### src/rtl/fwsm_pkg.sv
// ----------------------------------------------------------------------------
// fwsm_pkg
// Shared constants and types for the flapping-wing servo mixer.
// ----------------------------------------------------------------------------
`default_nettype none

package fwsm_pkg;

  // phase accumulator and sine lookup resolution
  localparam int PHASE_W      = 16;
  localparam int SINE_ENTRIES = 1024;
  localparam int TBL_W        = $clog2(SINE_ENTRIES);

  // shared multiplier
  localparam int MUL_W  = 24;
  localparam int PROD_W = 2 * MUL_W;

  // configuration port
  localparam int CFG_IDX_W  = 3;
  localparam int CFG_DATA_W = 16;

  localparam logic [CFG_IDX_W-1:0] CFG_CENTER     = 3'd0;
  localparam logic [CFG_IDX_W-1:0] CFG_PHASE_STEP = 3'd1;
  localparam logic [CFG_IDX_W-1:0] CFG_AMPLITUDE  = 3'd2;
  localparam logic [CFG_IDX_W-1:0] CFG_STEER_GAIN = 3'd3;
  localparam logic [CFG_IDX_W-1:0] CFG_PITCH_GAIN = 3'd4;
  localparam logic [CFG_IDX_W-1:0] CFG_REAR_SCALE = 3'd5;
  localparam logic [CFG_IDX_W-1:0] CFG_REAR_LAG   = 3'd6;

  // reciprocal multipliers: floor(y/125) = (y*M125)>>26 for y < 2^19,
  // floor(y/225) = (y*M225)>>28 for y < 2^20
  localparam logic [MUL_W-1:0] DIV125_MUL = 24'd536871;
  localparam logic [MUL_W-1:0] DIV225_MUL = 24'd1193047;

  // sine polynomial coefficients, Q14
  localparam logic [14:0] SIN_A = 15'd25736;
  localparam logic [13:0] SIN_B = 14'd10512;
  localparam logic [10:0] SIN_C = 11'd1160;

  // post-multiply shift: R = round half up, T = truncate
  typedef enum logic [2:0] {
    SH_R8,
    SH_R12,
    SH_R14,
    SH_T14,
    SH_T26,
    SH_T28
  } shift_t;

  typedef struct packed {
    logic [MUL_W-1:0] a;
    logic [MUL_W-1:0] b;
    shift_t           sh;
  } mul_req_t;

endpackage

`default_nettype wire

### src/rtl/flapping_wing_servo_mixer_core.sv
// The block takes no new request until it has registered the last result; the
// twenty multiplies of one tick run through the single shared multiplier, each
// issuing its operands and then writing back the registered product.
// A result waiting on out_stall holds the block in its final state and so holds the next request.
// Reset (synchronous, rst_n low): registers to defaults, flap phase to zero,
// no result pending.
// ----------------------------------------------------------------------------
// flapping_wing_servo_mixer_core
// Stick parsing, phase accumulation, sine and servo mixing on one multiplier.
// ----------------------------------------------------------------------------
`default_nettype none

module flapping_wing_servo_mixer_core (
  input  logic                           clk,
  input  logic                           rst_n,
  // configuration
  input  logic                           cfg_we,
  input  logic [fwsm_pkg::CFG_IDX_W-1:0]  cfg_idx,
  input  logic [fwsm_pkg::CFG_DATA_W-1:0] cfg_wdata,
  // request channel
  input  logic                           in_valid,
  output logic                           in_stall,
  input  logic [11:0]                    in_steer_pulse,
  input  logic                           in_steer_valid,
  input  logic [11:0]                    in_pitch_pulse,
  input  logic                           in_pitch_valid,
  input  logic [11:0]                    in_throttle_pulse,
  input  logic                           in_throttle_valid,
  // result channel
  output logic                           out_valid,
  input  logic                           out_stall,
  output logic [15:0]                    out_right_front_angle,
  output logic [15:0]                    out_left_front_angle,
  output logic [15:0]                    out_right_rear_angle,
  output logic [15:0]                    out_left_rear_angle
);
  import fwsm_pkg::*;

  localparam logic [10:0] STICK_MIN   = 11'd1000;
  localparam logic [10:0] STICK_MAX   = 11'd2000;
  localparam logic [10:0] STICK_MID   = 11'd1500;
  localparam logic [8:0]  DEAD_BAND   = 9'd30;
  localparam logic [10:0] THR_MIN     = 11'd1050;
  localparam logic [10:0] THR_MAX     = 11'd1950;
  localparam logic [12:0] UNITY_Q12   = 13'd4096;
  localparam logic signed [19:0] ANGLE_MAX = 20'sd46080;

  typedef enum logic [1:0] {ST_IDLE, ST_RUN, ST_OUT} state_t;

  typedef enum logic [3:0] {
    SP_DIV_STEER, SP_DIV_PITCH, SP_DIV_THR, SP_PH_STEP, SP_BASE,
    SP_PGAIN, SP_FAMP, SP_RAMP0, SP_RAMP, SP_OFFS,
    SP_Z2, SP_T1, SP_T2, SP_SIN, SP_APPLY
  } step_t;

  typedef struct packed {
    logic        neg;
    logic [18:0] y;
  } stick_t;

  // clamp, centre and dead band; y = (|d|*4096 + 250) >> 2, ready for /125
  function automatic stick_t parse_stick(input logic [11:0] pulse, input logic valid);
    logic [10:0] pc;
    logic [8:0]  mag;
    stick_t      o;
    if (pulse < 12'(STICK_MIN)) pc = STICK_MIN;
    else if (pulse > 12'(STICK_MAX)) pc = STICK_MAX;
    else pc = pulse[10:0];
    o.neg = pc < STICK_MID;
    mag   = o.neg ? 9'(STICK_MID - pc) : 9'(pc - STICK_MID);
    o.y   = (!valid || mag < DEAD_BAND) ? '0 : {mag, 10'b0} + 19'd62;
    return o;
  endfunction

  // y = ((p-1050)*4096 + 450) >> 2, ready for /225
  function automatic logic [19:0] parse_thr(input logic [11:0] pulse, input logic valid);
    logic [10:0] pc;
    logic [9:0]  d;
    logic [19:0] y;
    pc = (pulse > 12'(THR_MAX)) ? THR_MAX : pulse[10:0];
    d  = 10'(pc - THR_MIN);
    y  = (!valid || pulse < 12'(THR_MIN)) ? '0 : {d, 10'b0} + 20'd112;
    return y;
  endfunction

  // 1/65536-of-a-flap-period units to PHASE_W-bit units
  function automatic logic [PHASE_W-1:0] to_units(input logic [15:0] v);
    logic [PHASE_W+15:0] w;
    w = {{PHASE_W{1'b0}}, v} << PHASE_W;
    return w[PHASE_W+15:16];
  endfunction

  function automatic logic [15:0] sat_angle(input logic signed [19:0] v);
    logic [15:0] o;
    if (v < 0) o = '0;
    else if (v > ANGLE_MAX) o = 16'(ANGLE_MAX);
    else o = v[15:0];
    return o;
  endfunction

  // configuration registers
  logic [15:0] center_r;
  logic [13:0] phase_step_r;
  logic [14:0] amplitude_r;
  logic [13:0] steer_gain_r;
  logic [7:0]  pitch_gain_r;
  logic [7:0]  rear_scale_r;
  logic [15:0] rear_lag_r;

  // control
  state_t state_r;
  step_t  step_r, step_nxt;
  logic   wr_r;
  logic   sel_r;
  logic   out_valid_r;
  logic [PHASE_W-1:0] flap_phase_r, phase_nxt;

  // datapath
  logic [18:0] steer_y_r, pitch_y_r;
  logic [19:0] thr_y_r;
  logic        steer_neg_r, pitch_neg_r;
  logic [12:0] steer_mag_r, pitch_mag_r, thr_r, pmag_r;
  logic [14:0] base_r;
  logic [16:0] famp_r, ramp_r;
  logic [13:0] offs_r;
  logic [14:0] z2_r;
  logic [13:0] tb_r;
  logic [14:0] ta_r;
  logic [15:0] s_r;
  logic [16:0] fs_mag_r, rs_mag_r;
  logic        fs_neg_r, rs_neg_r;
  logic [15:0] rf_r, lf_r, rr_r, lr_r;

  logic        in_acc;
  stick_t      steer_p, pitch_p;
  logic [19:0] thr_y;

  logic [PHASE_W-1:0] rear_ph, sin_ph;
  logic [TBL_W-1:0]   idx, rl;
  logic [1:0]         quad;
  logic [TBL_W:0]     r;
  logic [14:0]        z;
  logic [12:0]        ffac, rfac;

  mul_req_t         req;
  logic [MUL_W-1:0] res;

  logic signed [19:0] c_s, off_s, fs_s, rs_s;
  logic signed [19:0] rf_s, lf_s, rr_s, lr_s;
  logic               out_free;

  fwsm_mul_unit u_mul (
    .clk (clk),
    .req (req),
    .res (res)
  );

  assign in_acc  = in_valid && !in_stall;
  assign steer_p = parse_stick(in_steer_pulse, in_steer_valid);
  assign pitch_p = parse_stick(in_pitch_pulse, in_pitch_valid);
  assign thr_y   = parse_thr(in_throttle_pulse, in_throttle_valid);

  // quarter-wave folding of the table index
  assign rear_ph = flap_phase_r - to_units(rear_lag_r);
  assign sin_ph  = sel_r ? rear_ph : flap_phase_r;
  assign idx     = sin_ph[PHASE_W-1 -: TBL_W];
  assign quad    = idx[TBL_W-1 -: 2];
  assign rl      = {idx[TBL_W-3:0], 2'b00};
  assign r       = quad[0] ? (TBL_W+1)'(SINE_ENTRIES) - {1'b0, rl} : {1'b0, rl};
  assign z       = 15'(r) << (14 - TBL_W);

  assign ffac = pitch_neg_r ? UNITY_Q12 + pmag_r : UNITY_Q12 - pmag_r;
  assign rfac = pitch_neg_r ? UNITY_Q12 - pmag_r : UNITY_Q12 + pmag_r;

  assign phase_nxt = flap_phase_r + to_units(res[15:0]);

  always_comb begin
    req    = '0;
    req.sh = SH_T14;
    case (step_r)
      SP_DIV_STEER: begin req.a = MUL_W'(steer_y_r); req.b = DIV125_MUL; req.sh = SH_T26; end
      SP_DIV_PITCH: begin req.a = MUL_W'(pitch_y_r); req.b = DIV125_MUL; req.sh = SH_T26; end
      SP_DIV_THR:   begin req.a = MUL_W'(thr_y_r); req.b = DIV225_MUL; req.sh = SH_T28; end
      SP_PH_STEP: begin
        req.a = MUL_W'(thr_r); req.b = MUL_W'(phase_step_r); req.sh = SH_R12;
      end
      SP_BASE: begin
        req.a = MUL_W'(thr_r); req.b = MUL_W'(amplitude_r); req.sh = SH_R12;
      end
      SP_PGAIN: begin
        req.a = MUL_W'(pitch_mag_r); req.b = MUL_W'(pitch_gain_r); req.sh = SH_R8;
      end
      SP_FAMP:  begin req.a = MUL_W'(base_r); req.b = MUL_W'(ffac); req.sh = SH_R12; end
      SP_RAMP0: begin req.a = MUL_W'(base_r); req.b = MUL_W'(rfac); req.sh = SH_R12; end
      SP_RAMP: begin
        req.a = MUL_W'(ramp_r); req.b = MUL_W'(rear_scale_r); req.sh = SH_R8;
      end
      SP_OFFS: begin
        req.a = MUL_W'(steer_mag_r); req.b = MUL_W'(steer_gain_r); req.sh = SH_R12;
      end
      SP_Z2:  begin req.a = MUL_W'(z); req.b = MUL_W'(z); req.sh = SH_T14; end
      SP_T1:  begin req.a = MUL_W'(SIN_C); req.b = MUL_W'(z2_r); req.sh = SH_T14; end
      SP_T2:  begin req.a = MUL_W'(z2_r); req.b = MUL_W'(tb_r); req.sh = SH_T14; end
      SP_SIN: begin req.a = MUL_W'(z); req.b = MUL_W'(ta_r); req.sh = SH_T14; end
      SP_APPLY:     begin
        req.a  = MUL_W'(s_r);
        req.b  = sel_r ? MUL_W'(ramp_r) : MUL_W'(famp_r);
        req.sh = SH_R14;
      end
      default: req = '0;
    endcase
  end

  always_comb begin
    case (step_r)
      SP_DIV_STEER: step_nxt = SP_DIV_PITCH;
      SP_DIV_PITCH: step_nxt = SP_DIV_THR;
      SP_DIV_THR:   step_nxt = SP_PH_STEP;
      SP_PH_STEP:   step_nxt = SP_BASE;
      SP_BASE:      step_nxt = SP_PGAIN;
      SP_PGAIN:     step_nxt = SP_FAMP;
      SP_FAMP:      step_nxt = SP_RAMP0;
      SP_RAMP0:     step_nxt = SP_RAMP;
      SP_RAMP:      step_nxt = SP_OFFS;
      SP_OFFS:      step_nxt = SP_Z2;
      SP_Z2:        step_nxt = SP_T1;
      SP_T1:        step_nxt = SP_T2;
      SP_T2:        step_nxt = SP_SIN;
      SP_SIN:       step_nxt = SP_APPLY;
      SP_APPLY:     step_nxt = SP_Z2;
      default:      step_nxt = SP_DIV_STEER;
    endcase
  end

  // final mix
  assign c_s   = 20'(center_r);
  assign off_s = steer_neg_r ? -20'(offs_r) : 20'(offs_r);
  assign fs_s  = fs_neg_r ? -20'(fs_mag_r) : 20'(fs_mag_r);
  assign rs_s  = rs_neg_r ? -20'(rs_mag_r) : 20'(rs_mag_r);
  assign rf_s  = c_s + off_s + fs_s;
  assign lf_s  = c_s - off_s - fs_s;
  assign rr_s  = c_s + off_s + rs_s;
  assign lr_s  = c_s - off_s - rs_s;

  assign out_free = !out_valid_r || !out_stall;

  always_ff @(posedge clk) begin
    if (!rst_n) begin
      state_r      <= ST_IDLE;
      step_r       <= SP_DIV_STEER;
      wr_r         <= 1'b0;
      sel_r        <= 1'b0;
      out_valid_r  <= 1'b0;
      flap_phase_r <= '0;
      center_r     <= 16'd23040;
      phase_step_r <= 14'd5898;
      amplitude_r  <= 15'd11520;
      steer_gain_r <= 14'd5120;
      pitch_gain_r <= 8'd102;
      rear_scale_r <= 8'd166;
      rear_lag_r   <= 16'd13107;
    end else begin
      if (cfg_we) begin
        case (cfg_idx)
          CFG_CENTER:     center_r     <= cfg_wdata;
          CFG_PHASE_STEP: phase_step_r <= cfg_wdata[13:0];
          CFG_AMPLITUDE:  amplitude_r  <= cfg_wdata[14:0];
          CFG_STEER_GAIN: steer_gain_r <= cfg_wdata[13:0];
          CFG_PITCH_GAIN: pitch_gain_r <= cfg_wdata[7:0];
          CFG_REAR_SCALE: rear_scale_r <= cfg_wdata[7:0];
          CFG_REAR_LAG:   rear_lag_r   <= cfg_wdata;
          default: ;
        endcase
      end

      // a new result may replace one taken in the same cycle
      if (state_r == ST_OUT && out_free) out_valid_r <= 1'b1;
      else if (out_valid_r && !out_stall) out_valid_r <= 1'b0;

      case (state_r)
        ST_IDLE: begin
          if (in_acc) begin
            steer_y_r   <= steer_p.y;
            steer_neg_r <= steer_p.neg;
            pitch_y_r   <= pitch_p.y;
            pitch_neg_r <= pitch_p.neg;
            thr_y_r     <= thr_y;
            step_r      <= SP_DIV_STEER;
            wr_r        <= 1'b0;
            sel_r       <= 1'b0;
            state_r     <= ST_RUN;
          end
        end
        ST_RUN: begin
          wr_r <= !wr_r;
          // odd cycle: product registered, write back and move on
          if (wr_r) begin
            step_r <= step_nxt;
            case (step_r)
              SP_DIV_STEER: steer_mag_r  <= res[12:0];
              SP_DIV_PITCH: pitch_mag_r  <= res[12:0];
              SP_DIV_THR:   thr_r        <= res[12:0];
              SP_PH_STEP:   flap_phase_r <= phase_nxt;
              SP_BASE:      base_r       <= res[14:0];
              SP_PGAIN:     pmag_r       <= res[12:0];
              SP_FAMP:      famp_r       <= res[16:0];
              SP_RAMP0:     ramp_r       <= res[16:0];
              SP_RAMP:      ramp_r       <= res[16:0];
              SP_OFFS:      offs_r       <= res[13:0];
              SP_Z2:        z2_r         <= res[14:0];
              SP_T1:        tb_r         <= SIN_B - res[13:0];
              SP_T2:        ta_r         <= SIN_A - res[14:0];
              SP_SIN:       s_r          <= res[15:0];
              SP_APPLY: begin
                if (sel_r) begin
                  rs_mag_r <= res[16:0];
                  rs_neg_r <= quad[1];
                  state_r  <= ST_OUT;
                end else begin
                  fs_mag_r <= res[16:0];
                  fs_neg_r <= quad[1];
                end
                sel_r <= 1'b1;
              end
              default: ;
            endcase
          end
        end
        ST_OUT: begin
          if (out_free) begin
            rf_r    <= sat_angle(rf_s);
            lf_r    <= sat_angle(lf_s);
            rr_r    <= sat_angle(rr_s);
            lr_r    <= sat_angle(lr_s);
            state_r <= ST_IDLE;
          end
        end
        default: state_r <= ST_IDLE;
      endcase
    end
  end

  assign in_stall              = (state_r != ST_IDLE);
  assign out_valid             = out_valid_r;
  assign out_right_front_angle = rf_r;
  assign out_left_front_angle  = lf_r;
  assign out_right_rear_angle  = rr_r;
  assign out_left_rear_angle   = lr_r;

  a_busy_after_accept: assert property (@(posedge clk) disable iff (!rst_n)
    in_acc |=> in_stall)
    else $error("request accepted but block not busy");

  a_result_from_mix: assert property (@(posedge clk) disable iff (!rst_n)
    $rose(out_valid_r) |-> $past(state_r == ST_OUT))
    else $error("result shown without final mix");

  a_angle_range: assert property (@(posedge clk) disable iff (!rst_n)
    out_valid_r |-> (rf_r <= 16'd46080 && lf_r <= 16'd46080 &&
                     rr_r <= 16'd46080 && lr_r <= 16'd46080))
    else $error("servo angle beyond 180 degrees");

  a_phase_hold: assert property (@(posedge clk) disable iff (!rst_n)
    !(state_r == ST_RUN && step_r == SP_PH_STEP && wr_r) |=> $stable(flap_phase_r))
    else $error("flap phase moved outside its update step");

endmodule

`default_nettype wire

### src/rtl/fwsm_mul_unit.sv
// ----------------------------------------------------------------------------
// fwsm_mul_unit
// Shared multiplier: registered product, then round or truncate by a shift.
// ----------------------------------------------------------------------------
`default_nettype none

module fwsm_mul_unit (
  input  logic                    clk,
  input  fwsm_pkg::mul_req_t      req,
  output logic [fwsm_pkg::MUL_W-1:0] res
);
  import fwsm_pkg::*;

  localparam int SUM_W = PROD_W + 8;

  logic [PROD_W-1:0] prod_r;
  shift_t            sh_r;
  logic [SUM_W-1:0]  sum;

  always_ff @(posedge clk) begin
    prod_r <= req.a * req.b;
    sh_r   <= req.sh;
  end

  always_comb begin
    sum = {8'b0, prod_r};
    res = '0;
    case (sh_r)
      SH_R8: begin
        sum = {8'b0, prod_r} + SUM_W'(128);
        res = sum[8 +: MUL_W];
      end
      SH_R12: begin
        sum = {8'b0, prod_r} + SUM_W'(2048);
        res = sum[12 +: MUL_W];
      end
      SH_R14: begin
        sum = {8'b0, prod_r} + SUM_W'(8192);
        res = sum[14 +: MUL_W];
      end
      SH_T14: res = sum[14 +: MUL_W];
      SH_T26: res = sum[26 +: MUL_W];
      SH_T28: res = sum[28 +: MUL_W];
      default: res = '0;
    endcase
  end

endmodule

`default_nettype wire
### config.mk
export PLATFORM = sky130hd
export DESIGN_NAME = flapping_wing_servo_mixer_core
export DESIGN_NICKNAME = d
export VERILOG_FILES = /design/src/rtl/fwsm_pkg.sv /design/src/rtl/flapping_wing_servo_mixer_core.sv /design/src/rtl/fwsm_mul_unit.sv
export SDC_FILE = /design/constraint.sdc
export NUM_CORES = 2
export LEC_CHECK = 0
export ABC_AREA = 0
export BUFFER_PORTS_ARGS = -buffer_cell sky130_fd_sc_hd__buf_2
export CORE_MARGIN = 3
export CORE_UTILIZATION = 64
export CTS_CLUSTER_SIZE = 20
export DETAILED_ROUTE_END_ITERATION = 12
export PLACE_DENSITY_LB_ADDON = 0.3
export SKIP_CTS_REPAIR_TIMING = 1
export SYNTH_ARGS = -nofsm -noshare
export SYNTH_HDL_FRONTEND = slang
export SYNTH_SLANG_ARGS = --single-unit
### constraint.sdc
create_clock -name clk -period 16.2 [get_ports clk]
set_clock_uncertainty 0.05 [all_clocks]
set_input_delay 0.81 -clock clk [delete_from_list [all_inputs] [get_ports clk]]
set_output_delay 0.81 -clock clk [all_outputs]
set_load 0.05 [all_outputs]
==> reports/summary.txt <==
WHS Path Cells: 2
Clock slew at reported path FFs: 60 ps
Inst Count DP: 5453
Number of synthesized flops with an enable pin: 308
Final routed DRC violation total: 0
Die X: 260 um
Measured slew at the worst slew-check pin: 1380 ps
Top cells by area, synth: edfxtp_1, fa_1, ha_1, dfxtp_1, inv_1
Pin count of the biggest net entering global routing: 84
Core area: 63500 um^2
DIE AREA: 67800 um^2
Total power: 5.34 mW
Synth Area in Compound Gates: 0.155
Xor/xnor share of the synthesized area: 0.0476
Clock sinks: 468
Routability-driven placement congestion ratio: 1.00
H-tree lvl count: 2
Total negative slack: 0 ps
CTS tree: built
Leak: 19.6 nW
Pwr Density: 119 nW/um^2
R2r setup slk: 5550 ps
Initial antenna violation count: 4
Post-route insts no fill: 5544
Tot GR Track Use: 0.367
Crit path largest cell delay: 910 ps
Tcrit/Tclk final: 0.658
Worst r2r src: rear_lag_r[4]
Worst setup EP type: register
Most common cell after layout, fill and taps aside: inv_1
Largest family of logic cells by synthesized area: adder cells
Ant. Diodes: 0
Final Max Slew Viols: 0
Crit start category: register
Mux cell area share after synthesis: 0.0112
First-pass GRT wire length: 191 mm
Critical Path AT: 11150 ps
Drt pass-1 iters: 8
Post-Syn Area: 41400 um^2
Synthesis Warnings: 0
Final min period: 10650 ps
Hold Crit Class: input port to register
Rows: 92
Initial core utilization: 0.652
Hold Path End: sel_r
Vias in the first global route: 34200
Vias per cell: 6.30
Post-DP HPWL: 94.7 mm
Ys flop type: edfxtp_1
Final hold vios: 0
Skew-Pair Late Insertion Delay: 620 ps
Layout area overhead: 8.60%
Final WL: 123 mm
Detail Route Antenna Nets: 0
Synth Instances: 4509
Synth async-reset ratio: 0
Slowest CP cell: o41ai_1
Outcome: finished, final reports clean
RSZ-0062 raised after global routing: no
Max Buffers Root-to-Sink: 3
Cell taking the most area after synthesis: edfxtp_1
Max Cap Violations: 0
Seq/Total Area, Yosys: 0.300
Core Util, Final: 0.708
DR iter-0 viols: 4076
Synth Area in Simple Gates: 0.157
Setup violations, final: 0
Commonest non-fill, non-tap cells in the layout: inv_1, nand2_1, ha_1
I/O Buffers: 128
Maximum VDD drop: 0.000142 V
Fmax: 0.0939 GHz
Average wire per standard cell: 22.3 um
WS Path Type: register to register
Worst Path Max Fanout: 10
Crit path required time: 16700 ps
Congestion Overflow GR: 0
Hold path start: in_valid
Synth cell types: 95
Vias: 34900
#FFs+latches synth: 468
Share of the synthesized area in the top cell type: 0.223
TritonCTS Buffers: 49
Most used cell, CP: fa_1
Ports: 129
Synth Area in Adders: 0.258
RR Endpoint: u_mul.prod_r[39]
Root Driver: clkbuf_16
Layout cell share with drive strength beyond 1: 0.0771
Fill count: 4968
Die extent in y: 260 um
Synth Area per Inst: 9.19 um^2
# nets final: 5380
Worst relative slew slack: 0.0819
R2R depth: 33
==> state kept, by name, indices dropped and copies added, names as in the netlist, 16 cells and up <==
name	flops
center_r	16
famp_r	17
flap_phase_r	16
fs_mag_r	17
out_left_front_angle	16
out_left_rear_angle	16
out_right_front_angle	16
out_right_rear_angle	16
ramp_r	17
rear_lag_r	16
rs_mag_r	17
s_r	16
u_mul.prod_r	37
==> report_power, final <==
group          total, mW  switching [mW]  internal [mW]
clock               1.13           0.490          0.638
sequential          1.50          0.0656           1.44
combinational       2.71            1.67           1.04
==> metrics by stage <==
stage	hold slack [ps]	setup WS, ps	instance area [um^2]
6_report	377	5550	45000
5_1_grt	380	4970	45000
4_1_cts	358	5790	45000
3_5_place_dp	400	5850	43400
3_3_place_gp	395	6110	43400
2_1_floorplan	382	6950	41600
==> layout make-up <==
| class | count | area (um^2) | area share |
|---|---|---|---|
| flip-flops and latches | 468 | 12500 | 0.277 |
| multi-input cells | 3328 | 26400 | 0.586 |
| repair buffers | 208 | 1240 | 0.0276 |
| well taps | 846 | 1060 | 0.0235 |
| clock buffers | 71 | 1440 | 0.0319 |
| inverters | 603 | 2260 | 0.0503 |
| clock inverters | 20 | 191 | 0.00425 |
==> critical path, delay by kind of cell (launching register included) <==
kind,cells,cell delay (ps)
DFF,1,310
AOI/OAI and AO/OA,12,3910
xor gates and xnor gates,1,160
and+or+nand+nor,5,1590
buffers and inverters,6,330
adders and majority gates,9,4250
==> kinds of logic (layout without fill, tap and decap cells) <==
kind of cell	Yosys count	count (layout)
AND/OR/NAND/NOR	1398	1398
AO/OA/AOI/OAI	953	953
buffers and inverters	759	902
adder cells (fa/ha/maj)	659	659
flip-flops	468	468
XOR/XNOR	225	225
multiplexers	45	45
other	2	48
==> routing by layer <==
layer  GRT usage  wire (um)  vias to the layer above
li1            -          -                    15800
met1       0.479      46800                    16700
met2       0.571      54500                     2007
met3      0.0876      14600                      453
met4       0.191       7490                        4
met5           0         29                        -
==> synth_stat cells, types with 58 or more instances <==
cell type,n
nor2_1,305
nand3_1,75
nand2_1,549
xor2_1,58
dfxtp_1,160
inv_1,601
xnor2_1,167
edfxtp_1,308
o21ai_0,171
fa_1,326
clkbuf_1,121
nor3_1,110
ha_1,333
a21oi_1,267
a21o_1,72
==> worst max path at each step <==
stage | start | end | slack, ps | cells past startpoint
after floorplan | rear_lag_r[6] | u_mul.prod_r[31] | 6950 | 36
after global placement | rear_lag_r[7] | u_mul.prod_r[39] | 6110 | 33
after detailed placement | rear_lag_r[7] | u_mul.prod_r[39] | 5850 | 33
after CTS | rear_lag_r[4] | u_mul.prod_r[39] | 5790 | 33
after global routing | rear_lag_r[6] | u_mul.prod_r[39] | 4970 | 31
final | rear_lag_r[4] | u_mul.prod_r[39] | 5550 | 33
(Power assumes the default switching activity.)
